===== src/rtl/cce_pkg.sv =====
package cce_pkg;

    localparam int unsigned LOW_W    = 32;
    localparam int unsigned COUNT_W  = 64;
    localparam int unsigned STEPS    = COUNT_W;
    localparam int unsigned STEP_W   = $clog2(STEPS);

    localparam logic [LOW_W-1:0] HALF_RANGE      = 32'h8000_0000;
    localparam logic [LOW_W-1:0] DIVISOR_RESET   = 32'd16000;
    localparam logic             ENABLE_RESET    = 1'b1;
    localparam logic [STEP_W-1:0] LAST_STEP      = STEP_W'(STEPS - 1);

    // register index, taken from paddr[2]
    localparam logic REG_ENABLE  = 1'b0;
    localparam logic REG_DIVISOR = 1'b1;

    localparam logic MODE_NOW     = 1'b0;
    localparam logic MODE_CAPTURE = 1'b1;

    typedef enum logic [1:0] {
        ST_IDLE,
        ST_DIV,
        ST_HOLD
    } t_state;

    typedef struct packed {
        logic load;     // take an input beat, update the count, seed the divider
        logic step;     // one restoring division step
        logic publish;  // copy the finished result into the output register
    } t_cmd;

    typedef struct packed {
        logic last_step;
    } t_status;

endpackage


===== src/rtl/cce_ctrl.sv =====
module cce_ctrl (
    input  logic             i_clk,
    input  logic             i_rst_n,
    input  logic             i_in_valid,
    input  logic             i_out_ready,
    input  cce_pkg::t_status i_status,
    output cce_pkg::t_cmd    o_cmd,
    output logic             o_in_ready,
    output logic             o_out_valid
);
    import cce_pkg::*;

    t_state r_state;
    t_state n_state;
    logic   r_out_valid;
    logic   n_out_valid;
    logic   slot_free;

    assign slot_free = !r_out_valid || i_out_ready;

    always_comb begin
        n_state = r_state;
        unique case (r_state)
            ST_IDLE: begin
                if (i_in_valid) begin
                    n_state = ST_DIV;
                end
            end
            ST_DIV: begin
                if (i_status.last_step) begin
                    n_state = ST_HOLD;
                end
            end
            ST_HOLD: begin
                if (slot_free) begin
                    n_state = ST_IDLE;
                end
            end
            default: n_state = ST_IDLE;
        endcase
    end

    always_comb begin
        o_cmd      = '0;
        o_in_ready = 1'b0;
        unique case (r_state)
            ST_IDLE: begin
                o_in_ready = 1'b1;
                o_cmd.load = i_in_valid;
            end
            ST_DIV: begin
                o_cmd.step = 1'b1;
            end
            ST_HOLD: begin
                o_cmd.publish = slot_free;
            end
            default: begin
                o_cmd = '0;
            end
        endcase
    end

    always_comb begin
        n_out_valid = r_out_valid;
        if (o_cmd.publish) begin
            n_out_valid = 1'b1;
        end else if (i_out_ready) begin
            n_out_valid = 1'b0;
        end
    end

    always_ff @(posedge i_clk) begin
        if (!i_rst_n) begin
            r_state     <= ST_IDLE;
            r_out_valid <= 1'b0;
        end else begin
            r_state     <= n_state;
            r_out_valid <= n_out_valid;
        end
    end

    assign o_out_valid = r_out_valid;

endmodule


===== src/rtl/cce_dp.sv =====
module cce_dp (
    input  logic                         i_clk,
    input  logic                         i_rst_n,
    input  cce_pkg::t_cmd                i_cmd,
    input  logic                         i_enabled,
    input  logic [cce_pkg::LOW_W-1:0]    i_divisor,
    input  logic                         i_mode,
    input  logic [cce_pkg::LOW_W-1:0]    i_counter_low,
    input  logic [cce_pkg::LOW_W-1:0]    i_capture_low,
    output cce_pkg::t_status             o_status,
    output logic [cce_pkg::COUNT_W-1:0]  o_cycles,
    output logic [cce_pkg::LOW_W-1:0]    o_quarter_ms
);
    import cce_pkg::*;

    logic [LOW_W-1:0]   r_last_low;
    logic [LOW_W-1:0]   r_upper;
    logic [LOW_W-1:0]   r_div;
    logic [LOW_W-1:0]   r_rem;
    logic [COUNT_W-1:0] r_quo;
    logic [COUNT_W-1:0] r_result;
    logic [STEP_W-1:0]  r_step;
    logic [COUNT_W-1:0] r_o_cycles;
    logic [LOW_W-1:0]   r_o_qms;

    logic [LOW_W-1:0]   upper_now;
    logic [LOW_W-1:0]   now_upper;
    logic [LOW_W-1:0]   now_low;
    logic [LOW_W-1:0]   cap_ahead;
    logic               step_back;
    logic [COUNT_W-1:0] result;
    logic [LOW_W:0]     shifted;
    logic [LOW_W:0]     diff;
    logic               fits;

    // current count: bump the upper word when the sample wrapped
    assign upper_now = (i_counter_low < r_last_low) ? r_upper + LOW_W'(1) : r_upper;
    assign now_upper = i_enabled ? upper_now : '0;
    assign now_low   = i_enabled ? i_counter_low : '0;

    // a capture more than half a range ahead belongs to the previous epoch
    assign cap_ahead = i_capture_low - now_low;
    assign step_back = (i_capture_low > now_low) && (cap_ahead > HALF_RANGE);

    always_comb begin
        case (i_mode)
            MODE_CAPTURE: begin
                result = {(step_back ? now_upper - LOW_W'(1) : now_upper), i_capture_low};
            end
            default: result = {now_upper, now_low};
        endcase
    end

    // restoring divider, one quotient bit a step; a zero divisor yields all ones
    assign shifted = {r_rem, r_quo[COUNT_W-1]};
    assign diff    = shifted - {1'b0, r_div};
    assign fits    = shifted >= {1'b0, r_div};

    always_ff @(posedge i_clk) begin
        if (!i_rst_n) begin
            r_last_low <= '0;
            r_upper    <= '0;
        end else if (i_cmd.load && i_enabled) begin
            r_last_low <= i_counter_low;
            r_upper    <= upper_now;
        end
    end

    always_ff @(posedge i_clk) begin
        if (i_cmd.load) begin
            r_div    <= i_divisor;
            r_rem    <= '0;
            r_quo    <= result;
            r_result <= result;
            r_step   <= '0;
        end else if (i_cmd.step) begin
            r_rem  <= fits ? diff[LOW_W-1:0] : shifted[LOW_W-1:0];
            r_quo  <= {r_quo[COUNT_W-2:0], fits};
            r_step <= r_step + STEP_W'(1);
        end
        if (i_cmd.publish) begin
            r_o_cycles <= r_result;
            r_o_qms    <= r_quo[LOW_W-1:0];
        end
    end

    assign o_status.last_step = (r_step == LAST_STEP);
    assign o_cycles           = r_o_cycles;
    assign o_quarter_ms       = r_o_qms;

endmodule


===== src/rtl/cycle_counter_extender_unit.sv =====
// Channel  | Direction | Handshake                  | Payload
// ---------+-----------+----------------------------+------------------------------------
// input    | in        | i_in_valid / o_in_ready    | i_mode, i_counter_low, i_capture_low
// output   | out       | o_out_valid / i_out_ready  | o_cycles, o_quarter_ms
// config   | in        | psel/penable/pwrite/pready | paddr, pwdata, prdata
//
// A beat is taken in the load cycle, then 64 restoring divider steps (one
// quotient bit each) and a publish step follow: the publish step writes the
// result register, and the next beat is taken only after it. Synchronous
// active-low reset clears the count, the handshake state and the registers
// to their reset values. A result waiting on the output does not stop the
// next beat from entering; only the publish step waits for the slot, and the
// input stays closed until it goes.
module cycle_counter_extender_unit (
    input  logic                        i_clk,
    input  logic                        i_rst_n,
    // input channel
    input  logic                        i_in_valid,
    output logic                        o_in_ready,
    input  logic                        i_mode,
    input  logic [cce_pkg::LOW_W-1:0]   i_counter_low,
    input  logic [cce_pkg::LOW_W-1:0]   i_capture_low,
    // output channel
    output logic                        o_out_valid,
    input  logic                        i_out_ready,
    output logic [cce_pkg::COUNT_W-1:0] o_cycles,
    output logic [cce_pkg::LOW_W-1:0]   o_quarter_ms,
    // configuration port
    input  logic                        psel,
    input  logic                        penable,
    input  logic                        pwrite,
    input  logic [2:0]                  paddr,
    input  logic [31:0]                 pwdata,
    output logic [31:0]                 prdata,
    output logic                        pready
);
    import cce_pkg::*;

    logic             r_enabled;
    logic [LOW_W-1:0] r_divisor;
    logic             cfg_write;
    t_cmd             cmd;
    t_status          status;

    // register writes land on the access phase; pready never stalls
    assign pready    = 1'b1;
    assign cfg_write = psel && penable && pwrite && pready;

    always_ff @(posedge i_clk) begin
        if (!i_rst_n) begin
            r_enabled <= ENABLE_RESET;
            r_divisor <= DIVISOR_RESET;
        end else if (cfg_write) begin
            unique case (paddr[2])
                REG_ENABLE:  r_enabled <= pwdata[0];
                REG_DIVISOR: r_divisor <= pwdata;
                default: ;
            endcase
        end
    end

    // read back the selected register
    always_comb begin
        unique case (paddr[2])
            REG_ENABLE:  prdata = {31'b0, r_enabled};
            REG_DIVISOR: prdata = r_divisor;
            default:     prdata = '0;
        endcase
    end

    // sequencer: idle, divide, hold until the output slot frees
    cce_ctrl u_ctrl (
        .i_clk       (i_clk),
        .i_rst_n     (i_rst_n),
        .i_in_valid  (i_in_valid),
        .i_out_ready (i_out_ready),
        .i_status    (status),
        .o_cmd       (cmd),
        .o_in_ready  (o_in_ready),
        .o_out_valid (o_out_valid)
    );

    // count extension, capture extension, divider and output register
    cce_dp u_dp (
        .i_clk         (i_clk),
        .i_rst_n       (i_rst_n),
        .i_cmd         (cmd),
        .i_enabled     (r_enabled),
        .i_divisor     (r_divisor),
        .i_mode        (i_mode),
        .i_counter_low (i_counter_low),
        .i_capture_low (i_capture_low),
        .o_status      (status),
        .o_cycles      (o_cycles),
        .o_quarter_ms  (o_quarter_ms)
    );

`ifndef NO_ASSERTIONS
    // an accepted beat makes the block busy in the next cycle
    a_busy_after_accept: assert property (@(posedge i_clk) disable iff (!i_rst_n)
        (i_in_valid && o_in_ready) |=> !o_in_ready)
        else $error("input still ready after a beat was taken");

    // publish never overwrites a result that has not been taken
    a_publish_free_slot: assert property (@(posedge i_clk) disable iff (!i_rst_n)
        cmd.publish |-> (!o_out_valid || i_out_ready))
        else $error("result register overwritten while held");

    // publish raises output valid in the next cycle
    a_publish_sets_valid: assert property (@(posedge i_clk) disable iff (!i_rst_n)
        cmd.publish |=> o_out_valid)
        else $error("publish did not raise output valid");

    // load never overlaps a divide step or a publish
    a_load_not_step: assert property (@(posedge i_clk) disable iff (!i_rst_n)
        !(cmd.load && (cmd.step || cmd.publish)))
        else $error("load issued while divider busy");
`endif

endmodule

===== config.mk =====
export PLATFORM = sky130hd
export DESIGN_NAME = cycle_counter_extender_unit
export DESIGN_NICKNAME = d
export VERILOG_FILES = /design/src/rtl/cce_pkg.sv /design/src/rtl/cce_ctrl.sv /design/src/rtl/cce_dp.sv /design/src/rtl/cycle_counter_extender_unit.sv
export SDC_FILE = /design/constraint.sdc
export NUM_CORES = 1
export LEC_CHECK = 0
export BUFFER_PORTS_ARGS = -buffer_cell sky130_fd_sc_hd__buf_2
export CAP_MARGIN = 20
export CORE_MARGIN = 5
export CORE_UTILIZATION = 64
export CTS_BUF_LIST = sky130_fd_sc_hd__clkbuf_8 sky130_fd_sc_hd__clkbuf_16
export DETAILED_ROUTE_END_ITERATION = 7
export PLACE_DENSITY = 0.86
export SYNTH_ARGS = -nofsm -noshare
export SYNTH_HDL_FRONTEND = slang
export SYNTH_SLANG_ARGS = --single-unit

===== constraint.sdc =====
create_clock -name i_clk -period 17.56 [get_ports i_clk]
set_input_delay 3.512 -clock i_clk [delete_from_list [all_inputs] [get_ports i_clk]]
set_output_delay 3.512 -clock i_clk [all_outputs]
set_load 0.01 [all_outputs]

## Word level (Yosys, flattened, before mapping)

Index checks and enable logic that the tools add are counted.

| operators by class | value |
|---|---|
| muxes and demuxes | 19 |
| bitwise gates (word level) | 1 |
| $mul | 0 |
| $add $sub $neg | 5 |
| equality and inequality tests | 6 |
| shifts and indexed selects | 0 |
| $lt $le $gt $ge | 4 |
| reduce and logical (&&, ||, !) cells | 12 |
| divide/modulo/power cells | 0 |

Operator list:

| kind | number |
|---|---|
| two-way mux 64 bit | 3 |
| two-way mux 32 bit | 5 |
| case mux 32 bit (2 select lines) | 1 |
| subtractor 32 bit | 2 |
| greater-or-equal comparator 33 x 32 -> 1 bit | 1 |
| adder 32 x 1 -> 32 bit (second input constant) | 1 |
| > comparator 32 bit | 1 |
| > comparator 32 bit (second input constant) | 1 |
| < comparator 32 bit | 1 |
| subtractor 32 x 1 -> 32 bit (second input constant) | 1 |
| adder 6 x 1 -> 6 bit (second input constant) | 1 |
| equality test 6 bit (second input constant) | 1 |
| two-way mux 1 bit | 6 |
| two-way mux 2 bit | 3 |
| case mux 2 bit (3 select lines) | 1 |
| logical AND 1 bit | 4 |
| inequality test 2 bit (second input constant) | 2 |
| AND reduction 2 bit | 2 |
| nonzero test 2 bit | 2 |
| AND reduction 3 bit | 1 |
| equality test 2 x 1 -> 1 bit (second input constant) | 1 |
| equality test 2 bit (second input constant) | 1 |
| zero test 2 bit | 1 |
| inequality test 2 x 1 -> 1 bit (second input constant) | 1 |
| other kinds (3) | 3 |

| word-level totals | value |
|---|---|
| register bits after elaboration | 394 |
| bits in read-only memories | 0 |
| bits of input ports | 107 |
| memories kept | 0 |
| bits in latches | 0 |
| memory bits (writable) | 0 |
| logic and storage cells | 60 |

## Logic depth before layout (Yosys ltp)

| logic depth | value |
|---|---|
| word-level depth | 7 |
| gate-level depth with buffers | 23 |
| depth with buffers taken out | 18 |

## Modules after synthesis

From an unflattened synthesis, not the netlist that was laid out.

| unflattened totals | value |
|---|---|
| cell total of the unflattened synthesis | 2239 |
| area total of the unflattened synthesis | 21982.3 sq um |

By module, submodules not included:

| module | instances | area an instance (sq um) | cells an instance |
|---|---|---|---|
| cce_dp | 1 | 20195.6 | 2039 |
| cycle_counter_extender_unit | 1 | 1622.8 | 182 |
| cce_ctrl | 1 | 163.9 | 18 |

## Worst setup path before layout

OpenSTA, ideal clock, no wires.

| path | value |
|---|---|
| path kind | input port to flip-flop |
| start point | in i_out_ready |
| end point | reg u_dp.r_o_cycles[0] (netlist: u_dp.o_cycles[0]), enable pin |
| path buffers | 0 |
| arrival | 7.889 ns |
| stages | 2 |
| setup slack | 9.108 ns |
| library setup time | 0.563 ns |
| required time | 16.997 ns |
| path through | nand2b_1 nor2b_1 |

RTL lines:

| element | RTL line | RTL |
|---|---|---|
| start: declaration | cycle_counter_extender_unit.sv:25 | `input logic i_out_ready,` |
| end signal: assignment | cce_dp.sv:82 | `r_o_cycles <= r_result;` |
| end: declaration | cce_dp.sv:23 | `logic [COUNT_W-1:0] r_o_cycles;` |

## Worst setup path after layout

| path | value |
|---|---|
| start point | in i_counter_low[17] in the netlist's numbering |
| end point | reg u_dp.r_quo[54] (data pin) |

| between the ends | value |
|---|---|
| longest elaborated chain between the ends | 7 |
| elaborated cells between the ends (all ways) | 12 |

Ends and longest elaborated chain:

| element | RTL line | RTL |
|---|---|---|
| start: declaration | cycle_counter_extender_unit.sv:21 | `input logic [cce_pkg::LOW_W-1:0] i_counter_low,` |
| < comparator 32 bit / two-way mux 32 bit (equally long branches) | cce_dp.sv:37, cce_dp.sv:39 |  |
| two-way mux 32 bit / subtractor 32 bit (equally long branches) | cce_dp.sv:37, cce_dp.sv:42 |  |
| two-way mux 32 bit / > comparator 32 bit (equally long branches) | cce_dp.sv:38, cce_dp.sv:43 |  |
| subtractor 32 x 1 -> 32 bit / logical AND 1 bit (equally long branches) | cce_dp.sv:48, cce_dp.sv:43 |  |
| two-way mux 32 bit | cce_dp.sv:48 | `result = {(step_back ? now_upper - LOW_W'(1) : now_upper), i_capture_low};` |
| two-way mux 64 bit (*) | cce_dp.sv:46 | `case (i_mode)` |
| net u_dp.result[54] | cce_dp.sv:31 | `logic [COUNT_W-1:0] result;` |
| two-way mux 64 bit (*) | cce_dp.sv:70 | `if (i_cmd.load) begin` |
| end signal: assignment | cce_dp.sv:73 | `r_quo <= result;` |
| end signal: assignment | cce_dp.sv:78 | `r_quo <= {r_quo[COUNT_W-2:0], fits};` |
| end: declaration | cce_dp.sv:20 | `logic [COUNT_W-1:0] r_quo;` |

The timed path passes the listed nets; every way through them passes the cells marked *.
A chain may end at the register's enable or synchronous reset.

==> results.json <==
{
  "layout.cells.non_filler": 2782,
  "wl_per_cell_microns": 19.4,
  "power_mw": 2.60,
  "hold_slack_ns": 0.415,
  "startpoint_type": "input pin",
  "cts.repair.resized": 0,
  "place_hpwl_mm": 38.3,
  "grt_usage_pct": 28.4,
  "fp-row-count": 66,
  "p_leak_nw": 9.63,
  "end_kind": "flop",
  "rsz0062_at_grt": "false",
  "vias_per_cell": 6.13,
  "placed_cells": 2704,
  "setup_viol": 0,
  "ctsHoldBuffers": 0,
  "overflow": 0,
  "cts-root-buf": "clkbuf_16",
  "timing.fmax_mhz": 123,
  "p_comb_share_pct": 22.2,
  "worstPathArrival_ns": 8.44,
  "async_reset_ff_share_pct": 0,
  "grt_pass1_vias": 16104,
  "post-route-period-util_pct": 46.4,
  "syn_avg_cell_area_sq_um": 9.99,
  "sw_frac_of_total_pct": 29.3,
  "ant_nets": 0,
  "worst_slew_pin_slew_ns": 1.06,
  "dieHeight_microns": 192,
  "layout_min_cycle_time_ns": 8.14,
  "maxCapViolations": 0,
  "drive_above_1_share_pct": 17.9,
  "finalSetupTns_ns": 0,
  "p_int_mw": 1.84,
  "syn_nets": 2336,
  "clkTransAtPathRegs_ns": 0.06,
  "synthTopCellsByArea": "edfxtp_1 36%, dfxtp_1 13%, nand2_1 6.2%",
  "postCtsSetupRepairBufs": 0,
  "yosysMostFrequentCell": "nand2_1",
  "first_pass_iters": 6,
  "antenna_found_initial": 1,
  "area_growth_pct": 13.2,
  "clkPwrFrac_pct": 34.6,
  "syn-cell-area_sq_um": 21300,
  "synth-edff-count": 256,
  "synthDistinctLibCells": 89,
  "pre_cts_ws_ns": 9.00,
  "io_buffers": 234,
  "yosys.area.top_type_share_pct": 36.1,
  "postLayoutCellArea_sq_um": 24100,
  "synth-seq-cells": 394,
  "cts_tree": "built",
  "placed_cell_area_sq_um": 22700,
  "synth_ff_type": "edfxtp_1",
  "synthCells": 2129,
  "nets": 2512,
  "synth_common_cells": "349 x nand2_1, 256 x edfxtp_1, 138 x dfxtp_1",
  "cts_buffers": 41,
  "synth.largest_area_cell": "edfxtp_1",
  "drc": 0,
  "hold_viol": 0,
  "cts_sinks": 394,
  "synth_warnings": 0,
  "cts-htree-levels": 2,
  "seqPwrFrac_pct": 43.2,
  "hp-class": "reg -> reg",
  "die_w_microns": 192,
  "status": "finished, final reports clean",
  "ios": 238,
  "crit_type": "in -> reg",
  "fin_util_pct": 73.7,
  "core_area_sq_um": 32700,
  "p_sw_mw": 0.762,
  "crit_required_ns": 17.86,
  "vdd_ir_drop_max_mv": 0.0909,
  "dieArea_sq_um": 37000,
  "place_congestion": 0.930,
  "drv_slew": 0,
  "clock_latency_ns": 0.55,
  "seq_area_frac_synth_pct": 49.1,
  "fin_worst_skew_ns": 0.0290,
  "drt_wl_total_mm": 54.0,
  "cp_max_fo": 21,
  "layout_setup_ws_ns": 9.42,
  "cellPowerDensity_nw_per_um2": 108,
  "start_util_pct": 65.1,
  "grt_pass1_wl_mm": 84.8,
  "relSlewSlack_pct": 28.8,
  "grt_max_degree": 102,
  "cts_buffer_depth": 3,
  "drtIter0Drc": 1602,
  "vias": 17042
}
==> power groups by stage <==
| stage | logic (mW) | registers [mW] | clock network [mW] |
|---|---|---|---|
| global placement | 0.545 | 1.14 | 0 |
| floorplan | 0.440 | 1.13 | 0 |
| finish | 0.578 | 1.13 | 0.900 |
| global route | 0.642 | 1.13 | 0.954 |
| detailed placement | 0.566 | 1.14 | 0 |
| CTS | 0.571 | 1.12 | 0.908 |
==> layer usage <==
layer  GRT usage, %  up-vias  wire [microns]
met1           39.2     8134           22600
met3           3.31      144            3720
li1               -     8035               -
met5              0        -               0
met4           9.46        0            1650
met2           47.3      729           26100
==> kinds of logic (layout without fill, tap and decap cells) <==
kind of cell,after synthesis,in the layout,synth area share [%]
AO/OA/AOI/OAI,477,477,15.1
XOR/XNOR,109,109,4.49
adder cells (fa/ha/maj),100,100,5.95
buffers and inverters,209,417,3.89
flip-flops,394,394,49.1
multiplexers,82,82,4.26
other,1,4,0.0176
AND/OR/NAND/NOR,757,757,17.1
==> sequential cells by signal (all words and copies together) (netlist names) <==
signal and flops:
r_divisor 32, u_ctrl.r_state 2, u_ctrl.o_out_valid 1, u_dp.r_step 6
u_dp.o_cycles 64, u_dp.r_rem 32, u_dp.r_result 64, r_enabled 1
u_dp.o_quarter_ms 32, u_dp.r_quo 64, u_dp.r_upper 32, u_dp.r_last_low 32
u_dp.r_div 32
==> worst max-delay path, stage by stage <==
cell and delay (ns):
buf_2 0.12, ha_1 0.31, a21oi_1 0.14, o21ai_0 0.21, a221oi_2 0.38, nand2_1 0.56
a21o_1 0.45, xnor2_1 0.18, nand2_1 0.13, ha_1 0.21, inv_1 0.09, a2111oi_1 0.72
nor4b_2 0.41, nand3_1 0.21, o31ai_1 0.27, o21ai_0 0.21, mux2_2 0.32
==> cell usage in the layout (no fill, tap or decap), types with 58 or more instances in the layout <==
| master | synthesis | routed |
|---|---|---|
| buf_2 | 18 | 233 |
| edfxtp_1 | 256 | 256 |
| a21boi_0 | 75 | 75 |
| nand2_1 | 349 | 349 |
| inv_1 | 93 | 98 |
| dfxtp_1 | 138 | 137 |
| o21ai_0 | 123 | 123 |
| ha_1 | 98 | 98 |
| xnor2_1 | 65 | 65 |
| and2_1 | 58 | 58 |
| nor2_1 | 91 | 90 |
| mux2_2 | 64 | 64 |
| nand3_1 | 65 | 65 |
| a21oi_1 | 90 | 90 |
==> cell type report <==
type,count,area (sq um)
flip-flops and latches,394,10500
multi-input cells,1526,10000
fillers,2219,8610
repair buffers,248,1300
clock buffers,43,1050
well taps,442,553
inverters,94,358
clock inverters,32,347
diodes,3,7.51
==> path summary, 6_finish.rpt <==
path	from	end	slack (ns)	cells after the start
setup / recovery	i_counter_low[17]	u_dp.r_quo[54]$_DFFE_PP_	9.42	17
hold / removal	u_dp.r_result[59]$_DFFE_PP_	u_dp.o_cycles[59]$_DFFE_PP_	0.41	0
setup reg to reg	r_enabled$_SDFFE_PN1P_	u_dp.r_quo[40]$_DFFE_PP_	11.75	14
hold reg to reg	u_dp.r_result[59]$_DFFE_PP_	u_dp.o_cycles[59]$_DFFE_PP_	0.41	0
No activity file was read; power rests on OpenSTA's default activity.
